===== config.mk =====
export PLATFORM = sky130hd
export DESIGN_NAME = rtp_h264_fu_depacketizer_core
export DESIGN_NICKNAME = d
export VERILOG_FILES = /design/src/rtl/rtpfu_pkg.sv /design/src/rtl/rtpfu_front.sv /design/src/rtl/rtpfu_cmd_fifo.sv /design/src/rtl/rtpfu_back.sv /design/src/rtl/rtp_h264_fu_depacketizer_core.sv
export SDC_FILE = /design/constraint.sdc
export NUM_CORES = 1
export LEC_CHECK = 0
export ABC_CLOCK_PERIOD_IN_PS = 19300
export BUFFER_PORTS_ARGS = -buffer_cell sky130_fd_sc_hd__clkbuf_2
export CORE_MARGIN = 1.5
export CORE_UTILIZATION = 30
export CTS_BUF_LIST = sky130_fd_sc_hd__clkbuf_16
export DETAILED_ROUTE_END_ITERATION = 10
export GPL_ROUTABILITY_DRIVEN = 0
export PLACE_DENSITY_LB_ADDON = 0.2
export SYNTH_ARGS = -nofsm -noshare
export SYNTH_HDL_FRONTEND = slang
export SYNTH_SLANG_ARGS = --single-unit

===== constraint.sdc =====
create_clock -name clock -period 19.3 [get_ports clock]
set_input_delay 4.825 -clock clock [delete_from_list [all_inputs] [get_ports clock]]
set_output_delay 4.825 -clock clock [all_outputs]
set_load 0.1 [all_outputs]

===== src/rtl/rtpfu_pkg.sv =====
// Shared types and constants for the RTP H.264 FU-A depacketizer.
`default_nettype none
package rtpfu_pkg;

   // Oversize limit on the packet byte position
   localparam logic [15:0] MAX_PACKET_BYTES = 16'hffff;
   localparam logic [6:0]  HEADER_BYTES_RESET = 7'd12;
   localparam logic [4:0]  FU_A_TYPE = 5'h1c;

   // Command queue between front and back
   localparam int unsigned CMD_DEPTH = 4;
   localparam int unsigned CMD_AW = $clog2(CMD_DEPTH);

   // Start burst: 00 00 00 01 then the NAL header on the last step
   localparam logic [2:0] START_ONE_STEP = 3'd3;
   localparam logic [2:0] START_LAST_STEP = 3'd4;

   typedef enum logic [1:0] {
      STATUS_DATA  = 2'd0,
      STATUS_SHORT = 2'd1,
      STATUS_EMPTY = 2'd2
   } status_type;

   typedef enum logic {
      CMD_SINGLE = 1'b0,
      CMD_START  = 1'b1
   } cmd_kind_type;

   typedef struct packed {
      logic [7:0] in_byte;
      logic       in_last;
   } req_type;

   typedef struct packed {
      logic [7:0]  out_byte;
      logic        out_last;
      status_type  status;
      logic [4:0]  nal_type;
      logic [2:0]  fragment_bits;
      logic [15:0] sequence_res;
      logic [31:0] timestamp;
   } rsp_type;

   // One classified packet byte: a single result or a five-result start burst
   typedef struct packed {
      cmd_kind_type kind;
      logic [7:0]   data;
      logic         last;
      status_type   status;
      logic [4:0]   nal_type;
      logic [2:0]   fragment_bits;
      logic [15:0]  sequence_res;
      logic [31:0]  timestamp;
   } cmd_type;

endpackage
`default_nettype wire


===== src/rtl/rtpfu_front.sv =====
// Front part: tracks packet position, captures header fields, classifies each byte.
`default_nettype none
module rtpfu_front (
   input  wire logic              clock,
   input  wire logic              reset,
   input  wire logic              accept,
   input  wire rtpfu_pkg::req_type req_data,
   input  wire logic [6:0]        header_bytes,
   output rtpfu_pkg::cmd_type     cmd,
   output logic                   cmd_push
);

   localparam logic [15:0] MAX_PACKET_BYTES_L = rtpfu_pkg::MAX_PACKET_BYTES;

   logic [15:0] pos_ff, pos_in;
   logic [15:0] seq_ff, seq_in;
   logic [31:0] time_ff, time_in;
   logic [7:0]  ind_ff, ind_in;
   logic [2:0]  frag_ff, frag_in;

   logic [15:0] hb;
   logic        is_skip, is_hdr, is_fu_hdr;
   logic [7:0]  b;
   logic        last;

   assign b    = req_data.in_byte;
   assign last = req_data.in_last;
   assign hb   = {9'd0, header_bytes};

   // Classify the byte and capture header fields
   always_comb begin
      seq_in  = seq_ff;
      time_in = time_ff;
      ind_in  = ind_ff;
      frag_in = frag_ff;
      pos_in  = pos_ff;

      case (pos_ff)
         16'd2: seq_in[15:8] = b;
         16'd3: seq_in[7:0] = b;
         16'd4: time_in[31:24] = b;
         16'd5: time_in[23:16] = b;
         16'd6: time_in[15:8] = b;
         16'd7: time_in[7:0] = b;
         default: ;
      endcase

      is_skip   = (pos_ff == MAX_PACKET_BYTES_L) || (pos_ff < hb);
      is_hdr    = !is_skip && (pos_ff == hb);
      is_fu_hdr = !is_skip && !is_hdr && (pos_ff == hb + 16'd1) &&
                  (ind_ff[4:0] == rtpfu_pkg::FU_A_TYPE);

      if (is_hdr) begin
         ind_in = b;
      end
      if (is_fu_hdr) begin
         frag_in = b[7:5];
      end

      cmd.kind          = rtpfu_pkg::CMD_SINGLE;
      cmd.data          = 8'd0;
      cmd.last          = last;
      cmd.status        = rtpfu_pkg::STATUS_DATA;
      cmd.nal_type      = ind_in[4:0];
      cmd.fragment_bits = frag_in;
      cmd.sequence_res  = seq_in;
      cmd.timestamp     = time_in;
      cmd_push          = 1'b0;

      if (is_skip) begin
         cmd.status = rtpfu_pkg::STATUS_SHORT;
         cmd_push   = last;
      end else if (is_hdr) begin
         if (b[4:0] == rtpfu_pkg::FU_A_TYPE) begin
            cmd.status = rtpfu_pkg::STATUS_SHORT;
            cmd_push   = last;
         end else begin
            cmd.kind = rtpfu_pkg::CMD_START;
            cmd.data = b;
            cmd_push = 1'b1;
         end
      end else if (is_fu_hdr) begin
         if (b[7:6] == 2'b10) begin
            cmd.kind = rtpfu_pkg::CMD_START;
            cmd.data = {ind_ff[7:5], b[4:0]};
            cmd_push = 1'b1;
         end else begin
            cmd.status = rtpfu_pkg::STATUS_EMPTY;
            cmd_push   = last;
         end
      end else begin
         cmd.data = b;
         cmd_push = 1'b1;
      end
      cmd_push = cmd_push && accept;

      // Close the packet or advance the position
      if (last) begin
         pos_in  = 16'd0;
         ind_in  = 8'd0;
         frag_in = 3'd0;
      end else if (pos_ff != MAX_PACKET_BYTES_L) begin
         pos_in = pos_ff + 16'd1;
      end
   end

   // Hold state until a byte is accepted
   always_ff @(posedge clock) begin
      if (reset) begin
         pos_ff  <= 16'd0;
         seq_ff  <= 16'd0;
         time_ff <= 32'd0;
         ind_ff  <= 8'd0;
         frag_ff <= 3'd0;
      end else if (accept) begin
         pos_ff  <= pos_in;
         seq_ff  <= seq_in;
         time_ff <= time_in;
         ind_ff  <= ind_in;
         frag_ff <= frag_in;
      end
   end

endmodule
`default_nettype wire


===== src/rtl/rtpfu_cmd_fifo.sv =====
// Short command queue between the front and back parts.
`default_nettype none
module rtpfu_cmd_fifo (
   input  wire logic               clock,
   input  wire logic               reset,
   input  wire logic               push,
   input  wire rtpfu_pkg::cmd_type push_data,
   output logic                    full,
   input  wire logic               pop,
   output logic                    valid,
   output rtpfu_pkg::cmd_type      head
);

   localparam int unsigned AW = rtpfu_pkg::CMD_AW;
   localparam logic [AW:0] DEPTH = (AW + 1)'(rtpfu_pkg::CMD_DEPTH);

   rtpfu_pkg::cmd_type    slot_ff [rtpfu_pkg::CMD_DEPTH];
   logic [AW-1:0]         wr_ptr_ff, rd_ptr_ff;
   logic [AW:0]           count_ff;
   logic                  do_push, do_pop;

   assign full    = (count_ff == DEPTH);
   assign valid   = (count_ff != '0);
   assign head    = slot_ff[rd_ptr_ff];
   assign do_push = push && !full;
   assign do_pop  = pop && valid;

   // Write the new command
   always_ff @(posedge clock) begin
      if (do_push) begin
         slot_ff[wr_ptr_ff] <= push_data;
      end
   end

   // Advance pointers and count
   always_ff @(posedge clock) begin
      if (reset) begin
         wr_ptr_ff <= '0;
         rd_ptr_ff <= '0;
         count_ff  <= '0;
      end else begin
         if (do_push) begin
            wr_ptr_ff <= wr_ptr_ff + AW'(1);
         end
         if (do_pop) begin
            rd_ptr_ff <= rd_ptr_ff + AW'(1);
         end
         case ({do_push, do_pop})
            2'b10:   count_ff <= count_ff + (AW + 1)'(1);
            2'b01:   count_ff <= count_ff - (AW + 1)'(1);
            default: ;
         endcase
      end
   end

endmodule
`default_nettype wire


===== src/rtl/rtpfu_back.sv =====
// Back part: expands commands into result words and holds the output register.
`default_nettype none
module rtpfu_back (
   input  wire logic               clock,
   input  wire logic               reset,
   input  wire logic               cmd_valid,
   input  wire rtpfu_pkg::cmd_type cmd,
   output logic                    cmd_pop,
   output logic                    rsp_empty,
   input  wire logic               rsp_pop,
   output rtpfu_pkg::rsp_type      rsp_data
);

   logic               out_valid_ff, out_valid_in;
   rtpfu_pkg::rsp_type out_ff, out_in;
   logic [2:0]         step_ff, step_in;
   logic               load;

   assign rsp_empty = !out_valid_ff;
   assign rsp_data  = out_ff;
   assign load      = cmd_valid && (!out_valid_ff || rsp_pop);

   // Build the next result word from the head command
   always_comb begin
      cmd_pop      = 1'b0;
      step_in      = step_ff;
      out_in       = out_ff;
      out_valid_in = out_valid_ff && !rsp_pop;
      if (load) begin
         out_valid_in         = 1'b1;
         out_in.nal_type      = cmd.nal_type;
         out_in.fragment_bits = cmd.fragment_bits;
         out_in.sequence_res  = cmd.sequence_res;
         out_in.timestamp     = cmd.timestamp;
         unique case (cmd.kind)
            rtpfu_pkg::CMD_SINGLE: begin
               out_in.out_byte = cmd.data;
               out_in.out_last = cmd.last;
               out_in.status   = cmd.status;
               cmd_pop         = 1'b1;
            end
            rtpfu_pkg::CMD_START: begin
               out_in.status = rtpfu_pkg::STATUS_DATA;
               if (step_ff == rtpfu_pkg::START_LAST_STEP) begin
                  out_in.out_byte = cmd.data;
                  out_in.out_last = cmd.last;
                  cmd_pop         = 1'b1;
                  step_in         = 3'd0;
               end else begin
                  out_in.out_byte = (step_ff == rtpfu_pkg::START_ONE_STEP) ? 8'd1 : 8'd0;
                  out_in.out_last = 1'b0;
                  step_in         = step_ff + 3'd1;
               end
            end
            default: ;
         endcase
      end
   end

   // Hold the output word until popped
   always_ff @(posedge clock) begin
      if (reset) begin
         out_valid_ff <= 1'b0;
         step_ff      <= 3'd0;
      end else begin
         out_valid_ff <= out_valid_in;
         step_ff      <= step_in;
      end
      out_ff <= out_in;
   end

endmodule
`default_nettype wire


===== src/rtl/rtp_h264_fu_depacketizer_core.sv =====
// Top level of the RTP H.264 FU-A depacketizer: front, command queue, back.
//
//   channel | ports                          | accepted when
//   --------+--------------------------------+------------------------
//   input   | req_push, req_full, req_data   | req_push && !req_full
//   result  | rsp_empty, rsp_pop, rsp_data   | rsp_pop && !rsp_empty
//   config  | csr_write, csr_data            | csr_write
//
// One packet byte is taken per cycle while the four-entry command queue has room.
// A byte's first result word is held in the command queue and then in the back output
// register before it reaches the result ports; a start word expands into five result words,
// one per cycle while the result side pops, from the back output register.
// Synchronous reset clears position, captured fields, queue and output; no clearing pass.
// A stalled result side fills the queue, then req_full rises.
`default_nettype none
module rtp_h264_fu_depacketizer_core (
   input  wire logic               clock,
   input  wire logic               reset,
   input  wire logic               req_push,
   output logic                    req_full,
   input  wire rtpfu_pkg::req_type req_data,
   output logic                    rsp_empty,
   input  wire logic               rsp_pop,
   output rtpfu_pkg::rsp_type      rsp_data,
   input  wire logic               csr_write,
   input  wire logic [6:0]         csr_data
);

   logic [6:0]         header_bytes_ff;
   logic               accept;
   logic               cmd_push, cmd_pop, cmd_valid;
   rtpfu_pkg::cmd_type cmd_in, cmd_head;

   assign accept = req_push && !req_full;

   // Hold the header length register
   always_ff @(posedge clock) begin
      if (reset) begin
         header_bytes_ff <= rtpfu_pkg::HEADER_BYTES_RESET;
      end else if (csr_write) begin
         header_bytes_ff <= csr_data;
      end
   end

   rtpfu_front u_front (
      .clock        (clock),
      .reset        (reset),
      .accept       (accept),
      .req_data     (req_data),
      .header_bytes (header_bytes_ff),
      .cmd          (cmd_in),
      .cmd_push     (cmd_push)
   );

   rtpfu_cmd_fifo u_fifo (
      .clock     (clock),
      .reset     (reset),
      .push      (cmd_push),
      .push_data (cmd_in),
      .full      (req_full),
      .pop       (cmd_pop),
      .valid     (cmd_valid),
      .head      (cmd_head)
   );

   rtpfu_back u_back (
      .clock     (clock),
      .reset     (reset),
      .cmd_valid (cmd_valid),
      .cmd       (cmd_head),
      .cmd_pop   (cmd_pop),
      .rsp_empty (rsp_empty),
      .rsp_pop   (rsp_pop),
      .rsp_data  (rsp_data)
   );

endmodule
`default_nettype wire


==> impl_metrics.env <==
export IMPL_grt_setup_unrepaired="false"
export IMPL_post_cts_buffers=0
export IMPL_final_cell_count_no_fill=1927
export IMPL_pin_count=90
export IMPL_crit_slowest_cell="buf_4"
export IMPL_ys_types=55
export IMPL_num_rows=87
export IMPL_dp_cells=1840
export IMPL_reg2reg_depth=9
export IMPL_p_int_mw=1.83
export IMPL_hold_depth=2
export IMPL_p_leak_nw=7.14
export IMPL_synthArstFlopShare=0
export IMPL_reg2reg_from="u_front.pos_ff[0]"
export IMPL_final_antenna_net_count=0
export IMPL_drt_first_iter_violations=481
export IMPL_grt_max_degree=68
export IMPL_initial_core_util=0.303
export IMPL_power_density_nw_per_um2=149
export IMPL_tritoncts="done"
export IMPL_power_switching_mw=1.16
export IMPL_slowest_delay_ps=700
export IMPL_crit_fanout=46
export IMPL_switching_share=0.387
export IMPL_final_common_cell="edfxtp_1"
export IMPL_timing_hold_ws_ps=477
export IMPL_fp_dieH_um=242
export IMPL_finalSetupViolations=0
export IMPL_comb_power_share=0.291
export IMPL_path_clk_slew_ps=60
export IMPL_vdd_drop_max_mv=0.121
export IMPL_rr_endpoint="u_fifo.slot_ff[2][43]"
export IMPL_clockPowerShare=0.309
export IMPL_min_to="u_front.frag_ff[2]"
export IMPL_pwr_share_seq=0.401
export IMPL_drtPass1Iterations=5
export IMPL_yosysSeqAreaShare=0.707
export IMPL_clkLatencyLatePin_ps=580
export IMPL_groute_usage_overall=0.133
export IMPL_drc=0
export IMPL_port_buffers=89
export IMPL_numCtsBuffers=47
export IMPL_cts_path_max_buffers=3
export IMPL_wl_per_cell_um=20.2
export IMPL_tns_ps=0
export IMPL_drt_total_wl_um=38900
export IMPL_antenna_cells=0
export IMPL_startpoint_type="input port"
export IMPL_postCtsHoldBufs=0
export IMPL_cts_sinks=434
export IMPL_clock_fmax_ghz=0.138
export IMPL_slew_violations=0
export IMPL_skew_ps=24.5
export IMPL_fin_crit_ps=7250
export IMPL_htree_num_levels=2
export IMPL_arrival_ps=7450
export IMPL_die_x_um=242
export IMPL_grt_pass1_vias=9301
export IMPL_cts_root_buffer="clkbuf_16"
export IMPL_antenna_found_initial=0
export IMPL_post_dp_hpwl_um=23700
export IMPL_fin_nets=1175
export IMPL_final_cell_mix="edfxtp_1 (339), nor2_1 (100), dfxtp_1 (93)"
export IMPL_avgViaCountPerCell=4.67
export IMPL_synth_warnings=0
export IMPL_synthCells=1038
export IMPL_finalPower_mw=2.99
export IMPL_hold_viol=0
export IMPL_area_growth_pct=16.9
export IMPL_vias=8993
export IMPL_overflow=0
export IMPL_cp_required_ps=19500
export IMPL_syn_nets=1080
export IMPL_crit_chain="clkbuf_2 -> nand2_1 -> nor3_1 -> nand4_1 -> a31oi_1 -> a311oi_2 -> and2_4 -> buf_4"
export IMPL_ys_flop_type="edfxtp_1"
export IMPL_post_route_period_util=0.376
export IMPL_slew_headroom=0.244
export IMPL_cts_resized=0
export IMPL_tightest_slew_ps=1130
export IMPL_drive_above_1_share=0.262
export IMPL_synth_seq_cells=434
export IMPL_syn_cell_area_um2=17100
export IMPL_design_core_area_um2=56400
export IMPL_min_path_type="reg2reg"
export IMPL_hold_start="u_front.frag_ff[2]"
export IMPL_crit_path_end_kind="flip-flop"
export IMPL_status="complete, no violations"
export IMPL_dieArea_um2=58400
export IMPL_grt_pass1_wl_um=59200
export IMPL_synth_edff_count=339
export IMPL_ff2ff_setup_slack_ps=15010
export IMPL_avgSynthCellArea_um2=16.5
export IMPL_maxCapViolations=0
export IMPL_path_class="in2reg"
-- layer usage --
metal,track usage,up-vias,routed length [um]
met2,0.214,179,18600
met1,0.183,4614,17900
met5,0,-,0
li1,-,4153,-
met4,0.0349,0,676
met3,0.0282,47,1670
-- power by group through the flow --
stage	registers, mW	logic, mW	clock network, mW
global placement	1.22	0.879	0
floorplan	1.76	0.185	0
detailed placement	1.22	0.879	0
CTS	1.20	0.881	0.951
finish	1.20	0.867	0.922
global route	1.21	0.903	0.987
-- worst max-delay path: cells and delay by family --
family | cells | cell delay [ps]
buf+inv | 2 | 970
simple gates | 4 | 930
compound gates | 2 | 640
-- through the flow --
stage | setup slack, ps | area [um^2] | utilization
3_3_place_gp | 11410 | 18400 | 0.326
4_1_cts | 12010 | 20000 | 0.354
5_1_grt | 11830 | 20000 | 0.354
3_5_place_dp | 11420 | 18400 | 0.326
6_report | 12050 | 20000 | 0.354
2_1_floorplan | 9640 | 17100 | -
-- cell type report --
cell class / instances / area [um^2]
Clock buffer: 50 / 1250
Clock inverter: 37 / 345
Fill cell: 5420 / 36400
Inverter: 27 / 101
Multi-Input combinational cell: 523 / 4720
Sequential cell: 434 / 12100
Tap cell: 756 / 946
Timing Repair Buffer: 100 / 528
-- registers in the layout, summed over array words and instances (netlist names), 7 cells and up, named ones only --
| name | cells |
|---|---|
| u_fifo.slot_ff | 272 |
| u_back.rsp_data | 67 |
| u_front.time_ff | 32 |
| u_front.pos_ff | 16 |
| u_front.seq_ff | 16 |
| u_front.ind_ff | 8 |
| header_bytes_ff | 7 |
-- synthesized netlist by cell type (all sizes together) (2+ instances only) --
cell     count  share of area
edfxtp     339           0.60
nor2       101          0.023
dfxtp       95           0.11
mux4        68          0.090
mux2        51          0.034
mux2i       50          0.029
clkbuf      40         0.0088
nand2       40         0.0088
a21oi       31         0.0091
inv         27         0.0059
o21ai       23         0.0067
ha          20          0.015
nor2b       16         0.0059
buf         14         0.0032
xnor2       14         0.0072
nand3       12         0.0038
nand4       11         0.0040
and3         9         0.0033
xor2         7         0.0036
and2         6         0.0022
nor3         6         0.0018
nand2b       5         0.0018
a31oi        4         0.0015
and4         4         0.0021
or3          4         0.0015
a2111oi      3         0.0031
nand3b       3         0.0013
nor3b        3         0.0013
nor4         3         0.0011
o211ai       3         0.0013
or4          3         0.0013
a21o         2        0.00088
nand4b       2         0.0010
o2111ai      2         0.0010
or4b         2         0.0012
-- cells by family after synthesis --
family,after synthesis,synth area share
simple gates,234,0.0670
buf+inv,81,0.0179
xor+xnor,21,0.0108
flops,434,0.707
mux,169,0.153
compound gates,78,0.0289
fa+ha+maj,21,0.0158
-- worst max-delay path by stage --
stage                            from                    end
after floorplan               rsp_pop     u_fifo.count_ff[2]
after global placement    req_data[4]  u_fifo.slot_ff[1][17]
after detailed placement  req_data[4]  u_fifo.slot_ff[1][29]
after CTS                 req_data[4]  u_fifo.slot_ff[1][17]
after global routing      req_data[4]  u_fifo.slot_ff[2][36]
final                     req_data[4]  u_fifo.slot_ff[2][43]
(Power assumes the default switching activity.)
